## config.mk

```make
export PLATFORM = sky130hd
export DESIGN_NAME = cpe_ctrl
export DESIGN_NICKNAME = d
export VERILOG_FILES = /design/src/hw/rtl/cpe_pkg.sv /design/src/hw/rtl/cpe_ctrl.sv
export SDC_FILE = /design/constraint.sdc
export NUM_CORES = 1
export LEC_CHECK = 0
export BUFFER_PORTS_ARGS = -buffer_cell sky130_fd_sc_hd__buf_2
export CAP_MARGIN = 25
export CELL_PAD_IN_SITES_DETAIL_PLACEMENT = 0
export CELL_PAD_IN_SITES_GLOBAL_PLACEMENT = 1
export CORE_MARGIN = 2
export CORE_UTILIZATION = 40
export CTS_CLUSTER_DIAMETER = 150
export CTS_CLUSTER_SIZE = 24
export DETAILED_ROUTE_END_ITERATION = 8
export PLACE_DENSITY_LB_ADDON = 0.1
export SYNTH_ARGS = -nofsm -noshare
export SYNTH_HDL_FRONTEND = slang
export SYNTH_SLANG_ARGS = --single-unit
```

## constraint.sdc

```tcl
create_clock -name i_clk -period 4.8 [get_ports i_clk]
set_input_delay 0.72 -clock i_clk [delete_from_list [all_inputs] [get_ports i_clk]]
set_output_delay 0.72 -clock i_clk [all_outputs]
set_load 0.1 [all_outputs]
```

## src/hw/rtl/cpe_pkg.sv

```systemverilog
`timescale 1ns / 1ps
// ----------------------------------------------------------------------------
// cpe_pkg
// shared widths, codes and controller/datapath types for the closest point
// on polygon edge block
// ----------------------------------------------------------------------------
package cpe_pkg;

    localparam int MAX_VERTICES_DEF = 64;

    localparam int COORD_W = 24;   // Q16.8 coordinate
    localparam int IDX_W   = 6;    // vertex index field
    localparam int CNT_W   = 7;    // vertex_count register
    localparam int RAD_W   = 16;   // handle_radius register
    localparam int CFG_W   = 16;   // widest register
    localparam int CFG_IDX_W = 1;
    localparam int DIFF_W  = COORD_W + 1;
    localparam int MOP_W   = 26;   // multiplier operand
    localparam int PROD_W  = 2 * MOP_W;
    localparam int ACC_W   = PROD_W;
    localparam int FRAC_W  = 16;   // fraction bits of t
    localparam int STEP_W  = 4;    // counts FRAC_W division steps
    localparam int LIM_OFS = 512;  // 2.0 in Q8.8

    localparam logic OP_WRITE = 1'b0;
    localparam logic OP_QUERY = 1'b1;

    localparam logic [CFG_IDX_W-1:0] REG_VERTEX_COUNT  = 1'b0;
    localparam logic [CFG_IDX_W-1:0] REG_HANDLE_RADIUS = 1'b1;

    typedef enum logic [5:0] {
        S_IDLE, S_RD_A, S_RD_B, S_DIFF,
        S_L0, S_L1, S_L2, S_L3, S_D1, S_D2,
        S_CLS, S_DIV, S_T0, S_T1, S_T2,
        S_QD, S_Q1, S_Q2, S_Q3, S_Q4,
        S_K0, S_K1, S_K2, S_K3,
        S_VR, S_VW, S_V1, S_V2, S_V3, S_V4,
        S_EMIT
    } t_state;

    typedef enum logic [3:0] {
        MUL_SXSX, MUL_SYSY, MUL_UXSX, MUL_UYSY, MUL_TSX, MUL_TSY,
        MUL_DXDX, MUL_DYDY, MUL_LIM, MUL_R2
    } t_mul_sel;

    typedef enum logic [1:0] {
        ACC_HOLD, ACC_LOAD, ACC_ADD
    } t_acc_op;

    typedef enum logic [4:0] {
        DP_NOP, DP_WRITE, DP_LOAD_Q, DP_CAP_A, DP_EDGE_DIFF, DP_SAVE_LEN,
        DP_SAVE_DOT, DP_CLAMP_A, DP_CLAMP_B, DP_DIV_START, DP_DIV_STEP,
        DP_PROJ_X, DP_PROJ_Y, DP_Q_DIFF, DP_BEST_UPD, DP_SAVE_LIM,
        DP_SAVE_R2, DP_V_DIFF, DP_EMIT_FOUND, DP_EMIT_MISS
    } t_dp_op;

    typedef struct packed {
        t_dp_op   dp_op;
        t_mul_sel mul_sel;
        t_acc_op  acc_op;
        logic     first;
    } t_dp_cmd;

    typedef struct packed {
        logic len_zero;
        logic dot_neg;
        logic dot_ge_len;
        logic best_lt_lim;
        logic acc_lt_r2;
    } t_dp_status;

endpackage

```

## src/hw/rtl/cpe_ctrl.sv

```systemverilog
`timescale 1ns / 1ps
// ----------------------------------------------------------------------------
// cpe_ctrl
// sequencer: walks the edges, then the vertex clearance check, and owns the
// input and output handshakes
// ----------------------------------------------------------------------------
module cpe_ctrl
    import cpe_pkg::*;
#(
    parameter int MAX_VERTICES = MAX_VERTICES_DEF,
    localparam int AW = $clog2(MAX_VERTICES),
    localparam int CW = $clog2(MAX_VERTICES + 1)
) (
    input  logic              i_clk,
    input  logic              i_rst_n,
    input  logic              i_in_valid,
    output logic              o_in_ready,
    input  logic              i_op,
    input  logic [IDX_W-1:0]  i_vertex_index,
    input  logic [CNT_W-1:0]  i_vertex_count,
    output logic              o_out_valid,
    input  logic              i_out_ready,
    input  t_dp_status        i_status,
    output t_dp_cmd           o_cmd,
    output logic [AW-1:0]     o_mem_addr,
    output logic [AW-1:0]     o_edge_start,
    output logic [AW-1:0]     o_edge_end
);

    localparam int NCW = (CNT_W > CW) ? CNT_W : CW;
    localparam int IXW = (IDX_W > CW) ? IDX_W : CW;
    localparam logic [STEP_W-1:0] LAST_STEP = STEP_W'(FRAC_W - 1);

    t_state             r_state, n_state;
    logic [AW-1:0]      r_i, n_i;
    logic [CW-1:0]      r_n, n_n;
    logic [STEP_W-1:0]  r_step, n_step;
    logic               r_hit, n_hit;
    logic               r_out_valid, n_out_valid;

    logic [NCW-1:0]     cnt_ext;
    logic [CW-1:0]      cnt_sel;
    logic               is_last;
    logic [AW-1:0]      j;

    assign cnt_ext = NCW'(i_vertex_count);
    assign cnt_sel = (cnt_ext > NCW'(MAX_VERTICES)) ? CW'(MAX_VERTICES) : CW'(cnt_ext);
    assign is_last = (CW'(r_i) == r_n - CW'(1));
    assign j       = is_last ? '0 : r_i + AW'(1);

    always_ff @(posedge i_clk) begin
        if (!i_rst_n) begin
            r_state     <= S_IDLE;
            r_i         <= '0;
            r_n         <= '0;
            r_step      <= '0;
            r_hit       <= 1'b0;
            r_out_valid <= 1'b0;
        end else begin
            r_state     <= n_state;
            r_i         <= n_i;
            r_n         <= n_n;
            r_step      <= n_step;
            r_hit       <= n_hit;
            r_out_valid <= n_out_valid;
        end
    end

    always_comb begin
        n_state      = r_state;
        n_i          = r_i;
        n_n          = r_n;
        n_step       = r_step;
        n_hit        = r_hit;
        n_out_valid  = r_out_valid && !i_out_ready;
        o_in_ready   = 1'b0;
        o_cmd.dp_op  = DP_NOP;
        o_cmd.mul_sel = MUL_SXSX;
        o_cmd.acc_op = ACC_HOLD;
        o_cmd.first  = (r_i == '0);
        o_mem_addr   = r_i;

        unique case (r_state)
            S_IDLE: begin
                // no beat is taken while reset is held
                o_in_ready = i_rst_n;
                o_mem_addr = AW'(i_vertex_index);
                if (i_in_valid && i_rst_n) begin
                    if (i_op == OP_WRITE) begin
                        if (IXW'(i_vertex_index) < IXW'(MAX_VERTICES)) begin
                            o_cmd.dp_op = DP_WRITE;
                        end
                    end else begin
                        o_cmd.dp_op = DP_LOAD_Q;
                        n_n = cnt_sel;
                        n_i = '0;
                        n_hit = 1'b0;
                        n_state = (cnt_sel < CW'(2)) ? S_EMIT : S_RD_A;
                    end
                end
            end
            S_RD_A: n_state = S_RD_B;
            S_RD_B: begin
                o_mem_addr  = j;
                o_cmd.dp_op = DP_CAP_A;
                n_state     = S_DIFF;
            end
            S_DIFF: begin
                o_cmd.dp_op = DP_EDGE_DIFF;
                n_state     = S_L0;
            end
            // squared length and dot product share the multiplier back to back
            S_L0: begin
                o_cmd.mul_sel = MUL_SXSX;
                n_state = S_L1;
            end
            S_L1: begin
                o_cmd.mul_sel = MUL_SYSY;
                o_cmd.acc_op  = ACC_LOAD;
                n_state = S_L2;
            end
            S_L2: begin
                o_cmd.mul_sel = MUL_UXSX;
                o_cmd.acc_op  = ACC_ADD;
                n_state = S_L3;
            end
            S_L3: begin
                o_cmd.dp_op   = DP_SAVE_LEN;
                o_cmd.mul_sel = MUL_UYSY;
                o_cmd.acc_op  = ACC_LOAD;
                n_state = S_D1;
            end
            S_D1: begin
                o_cmd.acc_op = ACC_ADD;
                n_state = S_D2;
            end
            S_D2: begin
                o_cmd.dp_op = DP_SAVE_DOT;
                n_state = S_CLS;
            end
            S_CLS: begin
                priority if (i_status.len_zero || i_status.dot_neg) begin
                    o_cmd.dp_op = DP_CLAMP_A;
                    n_state = S_QD;
                end else if (i_status.dot_ge_len) begin
                    o_cmd.dp_op = DP_CLAMP_B;
                    n_state = S_QD;
                end else begin
                    o_cmd.dp_op = DP_DIV_START;
                    n_step = '0;
                    n_state = S_DIV;
                end
            end
            S_DIV: begin
                o_cmd.dp_op = DP_DIV_STEP;
                n_step = r_step + STEP_W'(1);
                if (r_step == LAST_STEP) begin
                    n_state = S_T0;
                end
            end
            S_T0: begin
                o_cmd.mul_sel = MUL_TSX;
                n_state = S_T1;
            end
            S_T1: begin
                o_cmd.mul_sel = MUL_TSY;
                o_cmd.dp_op   = DP_PROJ_X;
                n_state = S_T2;
            end
            S_T2: begin
                o_cmd.dp_op = DP_PROJ_Y;
                n_state = S_QD;
            end
            S_QD: begin
                o_cmd.dp_op = DP_Q_DIFF;
                n_state = S_Q1;
            end
            S_Q1: begin
                o_cmd.mul_sel = MUL_DXDX;
                n_state = S_Q2;
            end
            S_Q2: begin
                o_cmd.mul_sel = MUL_DYDY;
                o_cmd.acc_op  = ACC_LOAD;
                n_state = S_Q3;
            end
            S_Q3: begin
                o_cmd.acc_op = ACC_ADD;
                n_state = S_Q4;
            end
            S_Q4: begin
                o_cmd.dp_op = DP_BEST_UPD;
                if (is_last) begin
                    n_state = S_K0;
                end else begin
                    n_i = r_i + AW'(1);
                    n_state = S_RD_A;
                end
            end
            S_K0: begin
                o_cmd.mul_sel = MUL_LIM;
                n_state = S_K1;
            end
            S_K1: begin
                o_cmd.mul_sel = MUL_R2;
                o_cmd.dp_op   = DP_SAVE_LIM;
                n_state = S_K2;
            end
            S_K2: begin
                o_cmd.dp_op = DP_SAVE_R2;
                n_state = S_K3;
            end
            S_K3: begin
                n_i = '0;
                n_state = i_status.best_lt_lim ? S_VR : S_EMIT;
            end
            // clearance of the chosen point from every vertex
            S_VR: n_state = S_VW;
            S_VW: begin
                o_cmd.dp_op = DP_V_DIFF;
                n_state = S_V1;
            end
            S_V1: begin
                o_cmd.mul_sel = MUL_DXDX;
                n_state = S_V2;
            end
            S_V2: begin
                o_cmd.mul_sel = MUL_DYDY;
                o_cmd.acc_op  = ACC_LOAD;
                n_state = S_V3;
            end
            S_V3: begin
                o_cmd.acc_op = ACC_ADD;
                n_state = S_V4;
            end
            S_V4: begin
                priority if (i_status.acc_lt_r2) begin
                    n_state = S_EMIT;
                end else if (is_last) begin
                    n_hit = 1'b1;
                    n_state = S_EMIT;
                end else begin
                    n_i = r_i + AW'(1);
                    n_state = S_VR;
                end
            end
            S_EMIT: begin
                if (!r_out_valid || i_out_ready) begin
                    o_cmd.dp_op = r_hit ? DP_EMIT_FOUND : DP_EMIT_MISS;
                    n_out_valid = 1'b1;
                    n_state = S_IDLE;
                end
            end
            default: n_state = S_IDLE;
        endcase
    end

    assign o_out_valid  = r_out_valid;
    assign o_edge_start = r_i;
    assign o_edge_end   = j;

    a_out_from_emit: assert property (@(posedge i_clk) disable iff (!i_rst_n)
        $rose(r_out_valid) |-> $past(r_state) == S_EMIT)
        else $error("result beat raised outside emit");

    a_index_in_range: assert property (@(posedge i_clk) disable iff (!i_rst_n)
        (r_state != S_IDLE && r_state != S_EMIT) |-> CW'(r_i) < r_n)
        else $error("vertex index beyond vertex count");

    a_edge_walk_needs_two: assert property (@(posedge i_clk) disable iff (!i_rst_n)
        r_state == S_RD_A |-> r_n >= CW'(2))
        else $error("edge walk with fewer than two vertices");

    a_div_starts_clean: assert property (@(posedge i_clk) disable iff (!i_rst_n)
        (r_state == S_DIV && $past(r_state) != S_DIV) |-> r_step == '0)
        else $error("divider entered with stale step count");

endmodule

```

* Yosys cells after proc, flatten, opt, wreduce, memory -nomap -nowiden
Index checks and enable logic that the tools add are counted. W data, S select, Z words.
Operators by class: add/subtract/negate cells 3, order comparisons 2, eq/ne operators 40, muxes and demuxes 40, reduce and logical (&&, ||, !) cells 20
Operators by type and width (count):
- $pmux W6 S31 | 1
- $eq A6 B5 Y1 const B | 15
- $pmux W5 S15 | 1
- $mux W6 | 9
- $eq A6 B4 Y1 const B | 8
- $pmux W4 S9 | 1
- $eq A6 B3 Y1 const B | 4
- $pmux W6 S4 | 1
- $mux W5 | 4
- $ne A2 B2 Y1 const B | 8
- $mux W3 | 5
- $eq A6 B2 Y1 const B | 2
- $logic_not A6 Y1 | 2
- $mux W4 | 3
- $pmux W6 S2 | 1
- $mux W1 | 9
- $pmux W4 S2 | 1
- $reduce_and A4 Y1 | 2
- $reduce_or A4 Y1 | 2
- $eq A6 B7 Y1 | 1
- $gt A7 B7 Y1 const B | 1
- $lt A7 B2 Y1 const B | 1
- $mux W7 | 1
- $sub A7 B1 Y7 const B | 1
- other kinds (15) | 21
Word-level totals: flip-flop bits (word level) 25, input port bits 23, output and inout bits 32, logic and storage cells 111

* Longest topological paths before layout
word-level depth 7, depth in mapped cells 9, depth with buffers taken out 8

* Least setup slack after synthesis
Ideal clock, no wire load.
path kind flip-flop to output port, start point reg r_i[3] (netlist: o_edge_start[3]), end point out o_mem_addr[1], arrival 4.344 ns, data required time 4.080 ns, setup slack -0.264 ns, stages on the path, launching flop included 9, path buffers 2, cells stage by stage dfxtp_1 > clkbuf_1 > xnor2_1 > xnor2_1 > nor3_1 > nand3_1 > clkbuf_1 > o21ai_0 > o21ai_0
On the way: word-level cells in the longest chain between the ends 3
RTL lines:
- start, declared | line cpe_ctrl.sv:35 | logic [AW-1:0] r_i, n_i;
- start signal, assigned | line cpe_ctrl.sv:61 | r_i <= n_i;
- $eq A6 B7 Y1 | line cpe_ctrl.sv:48 | assign is_last = (CW'(r_i) == r_n - CW'(1));
- $mux W6 | line cpe_ctrl.sv:49 | assign j = is_last ? '0 : r_i + AW'(1);
- $pmux W6 S2 | line cpe_ctrl.sv:83 | unique case (r_state)
- end, declared | line cpe_ctrl.sv:25 | output logic [AW-1:0] o_mem_addr,
Every way passes these cells.

==> reports/summary.txt <==
Synth cell count leaders = 38 x nand2_1, 38 x nor2_1, 30 x a21oi_1, 25 x o21ai_0, 24 x dfxtp_1
Fraction of layout cells with a size suffix above 1 = 19.4%
Cell area power density = 189 nW/µm²
Vias in the first global route = 2,234
Met3 wire length = 267 µm
Post-cts resize count = 0
Avg Inst Size Synth = 6.74 µm²
Drt pass-1 iters = 4
Core ar. = 5440 µm²
I/O pin total = 55
GRT Total Usage = 21.4%
Initial core utilization = 41.0%
Total CTS buffers = 3
LEAKAGE = 1.07 nW
First-pass GRT wire length = 10.7 mm
Port bufs = 54
Commonest register cell after synthesis = dfxtp_1
N_diodes = 0
Max Clock Skew = 0.00578 ns
Fin. max-slew vios = 0
Clk_lat worst skew = 0.27 ns
Worst Hold Path EP = r_step[3]
GR Overflow Total = 0
Fmax = 266 MHz
Post-DP HPWL = 4.88 mm
Hold Crit Class = reg -> reg
Pre-CTS setup slack = 1.35 ns
Placed cells = 439
CP Capture Type = primary output
Syn. warnings = 0
Post-synth EDFFs = 0
Mapped Cells = 331
CP arrival = 3.03 ns
Reg2reg path depth = 6
Final worst path period need = 3.75 ns
Metal2 WL = 3.35 mm
Syn Nets = 358
Via-to-Cell Ratio = 5.67
Die area = 6190 µm²
CP Data Required Time = 4.08 ns
Sequential share of the synthesized area = 21.5%
Row cnt = 27
Fin Setup TNS = 0 ns
Most area-consuming cells after synthesis = dfxtp_1 22%, a21oi_1 6.7%, nand2_1 6.4%
Synth async-reset ratio = 0%
Initial antenna violation count = 0
Initial detailed-routing violation count = 120
Drt drc = 0
Met1 wire length = 3.01 mm
Syn-to-layout area delta = 16.0%
Worst setup SP type = flop
Post-DRT Antenna Nets = 0
Worst vdd ir = 136 µV
Post-CTS setup buffers = 0
Max-cap viol count = 0
Yosys cell types = 58
Layout Nets = 399
Vias = 2,512
Post-route setup slack = 1.05 ns
CTS Buffer Depth = 2
Final std cells w/o fill = 443
Reg2reg end = o_edge_start[3]
Routed wire length = 6.64 mm
Die height = 78.7 µm
Top Metal Used = met4
Die width = 78.7 µm
Routed WL per cell = 15.0 µm
Min-Delay Path Depth = 1
Hold_sp = r_step[3]
Crit Path Max Fanout = 25
Period utilization = 78.2%
Clk root buf = clkbuf_8
Area leader, netlist = dfxtp_1
Routability cong. = 0.913
Clock transition at path regs = 0.09 ns
Critical path type = reg -> out
R2R Setup Slk = 2.03 ns
Htree depth = 1
Netlist area before placement = 2230 µm²
Yosys reg bits = 24
Slew HR = 42.4%
Num Clock Sinks = 24
CTS tree = yes
Status = finished, final reports clean
R2R Path Start = r_state[4]
Pin count of the biggest net entering global routing = 35
CTS Hold Buffers Added = 0
RSZ-0062 raised after global routing = no
Final-report hold violation count = 0
Synth top area share = 21.5%
Setup-failing EPs final = 0
Worst-Margin Slew = 0.864 ns
layer usage:
| metal | up-vias | global-route usage (%) |
|---|---|---|
| met1 | 1180 | 28.0 |
| li1 | 1265 | - |
| met4 | 0 | 5.26 |
| met3 | 2 | 2.99 |
| met5 | - | 0 |
| met2 | 65 | 37.0 |
logic make-up after synthesis:
group / synth area share, %
XOR/XNOR: 5.11
buffers and inverters: 6.85
multiplexers: 0.898
flip-flops: 21.5
AND/OR/NAND/NOR: 34.3
AO/OA/AOI/OAI: 29.0
adder cells (fa/ha/maj): 2.24
where the power goes:
group          switching (mW)  internal [mW]
logic                   0.107         0.0394
clock network          0.0666         0.0733
registers             0.00209          0.201
total                   0.176          0.314
layout by cell type (no fill, tap or decap), drive strengths merged, types with 5 or more instances in the layout:
cell	instances
o22ai	8
dfxtp	24
and3	9
nand3	10
nor2b	7
nor2	38
o21ai	28
nor4	5
nand2b	5
a21oi	30
nor3	6
nand2	39
nand3b	8
xnor2	9
buf	59
inv	14
cell type report:
cell class / count / area, µm²
Fill cell: 620 / 2850
Inverter: 15 / 56.3
Timing Repair Buffer: 59 / 308
Clock buffer: 4 / 55.1
Multi-Input combinational cell: 269 / 1600
Sequential cell: 24 / 480
Tap cell: 72 / 90.1
critical path, cell delays in order, from the launching register on:
cell,delay [ns]
dfxtp_1,0.60
or4_1,0.85
nor2_1,0.20
nand4_1,0.37
o211ai_1,0.27
buf_2,0.47
registers in the layout, summed over array words and instances (netlist names):
register,cells
o_edge_start,6
o_out_valid,1
r_hit,1
r_n,7
r_state,5
r_step,4
worst max path at each step:
stage / depth (start not counted) / from / end / slack, ns
finish: 5 / r_state[4] / o_cmd[8] / 1.05
floorplan: 8 / o_edge_start[3] / o_mem_addr[0] / 0.37
global route: 5 / r_state[4] / o_cmd[8] / 0.92
detailed placement: 5 / r_state[4] / o_cmd[8] / 1.35
CTS: 5 / r_state[4] / o_cmd[8] / 1.04
global placement: 5 / r_state[4] / o_cmd[8] / 1.39
through the flow:
| step | cell area [µm²] | power, mW | util, % | hold WS (ns) |
|---|---|---|---|---|
| detailed placement | 2530 | 0.354 | 46.5 | 0.442 |
| finish | 2590 | 0.490 | 47.6 | 0.463 |
| floorplan | 2230 | 0.323 | - | 0.424 |
| CTS | 2590 | 0.495 | 47.6 | 0.463 |
| global placement | 2530 | 0.354 | 46.5 | 0.447 |
| global route | 2590 | 0.513 | 47.6 | 0.490 |
(Power assumes the default switching activity.)
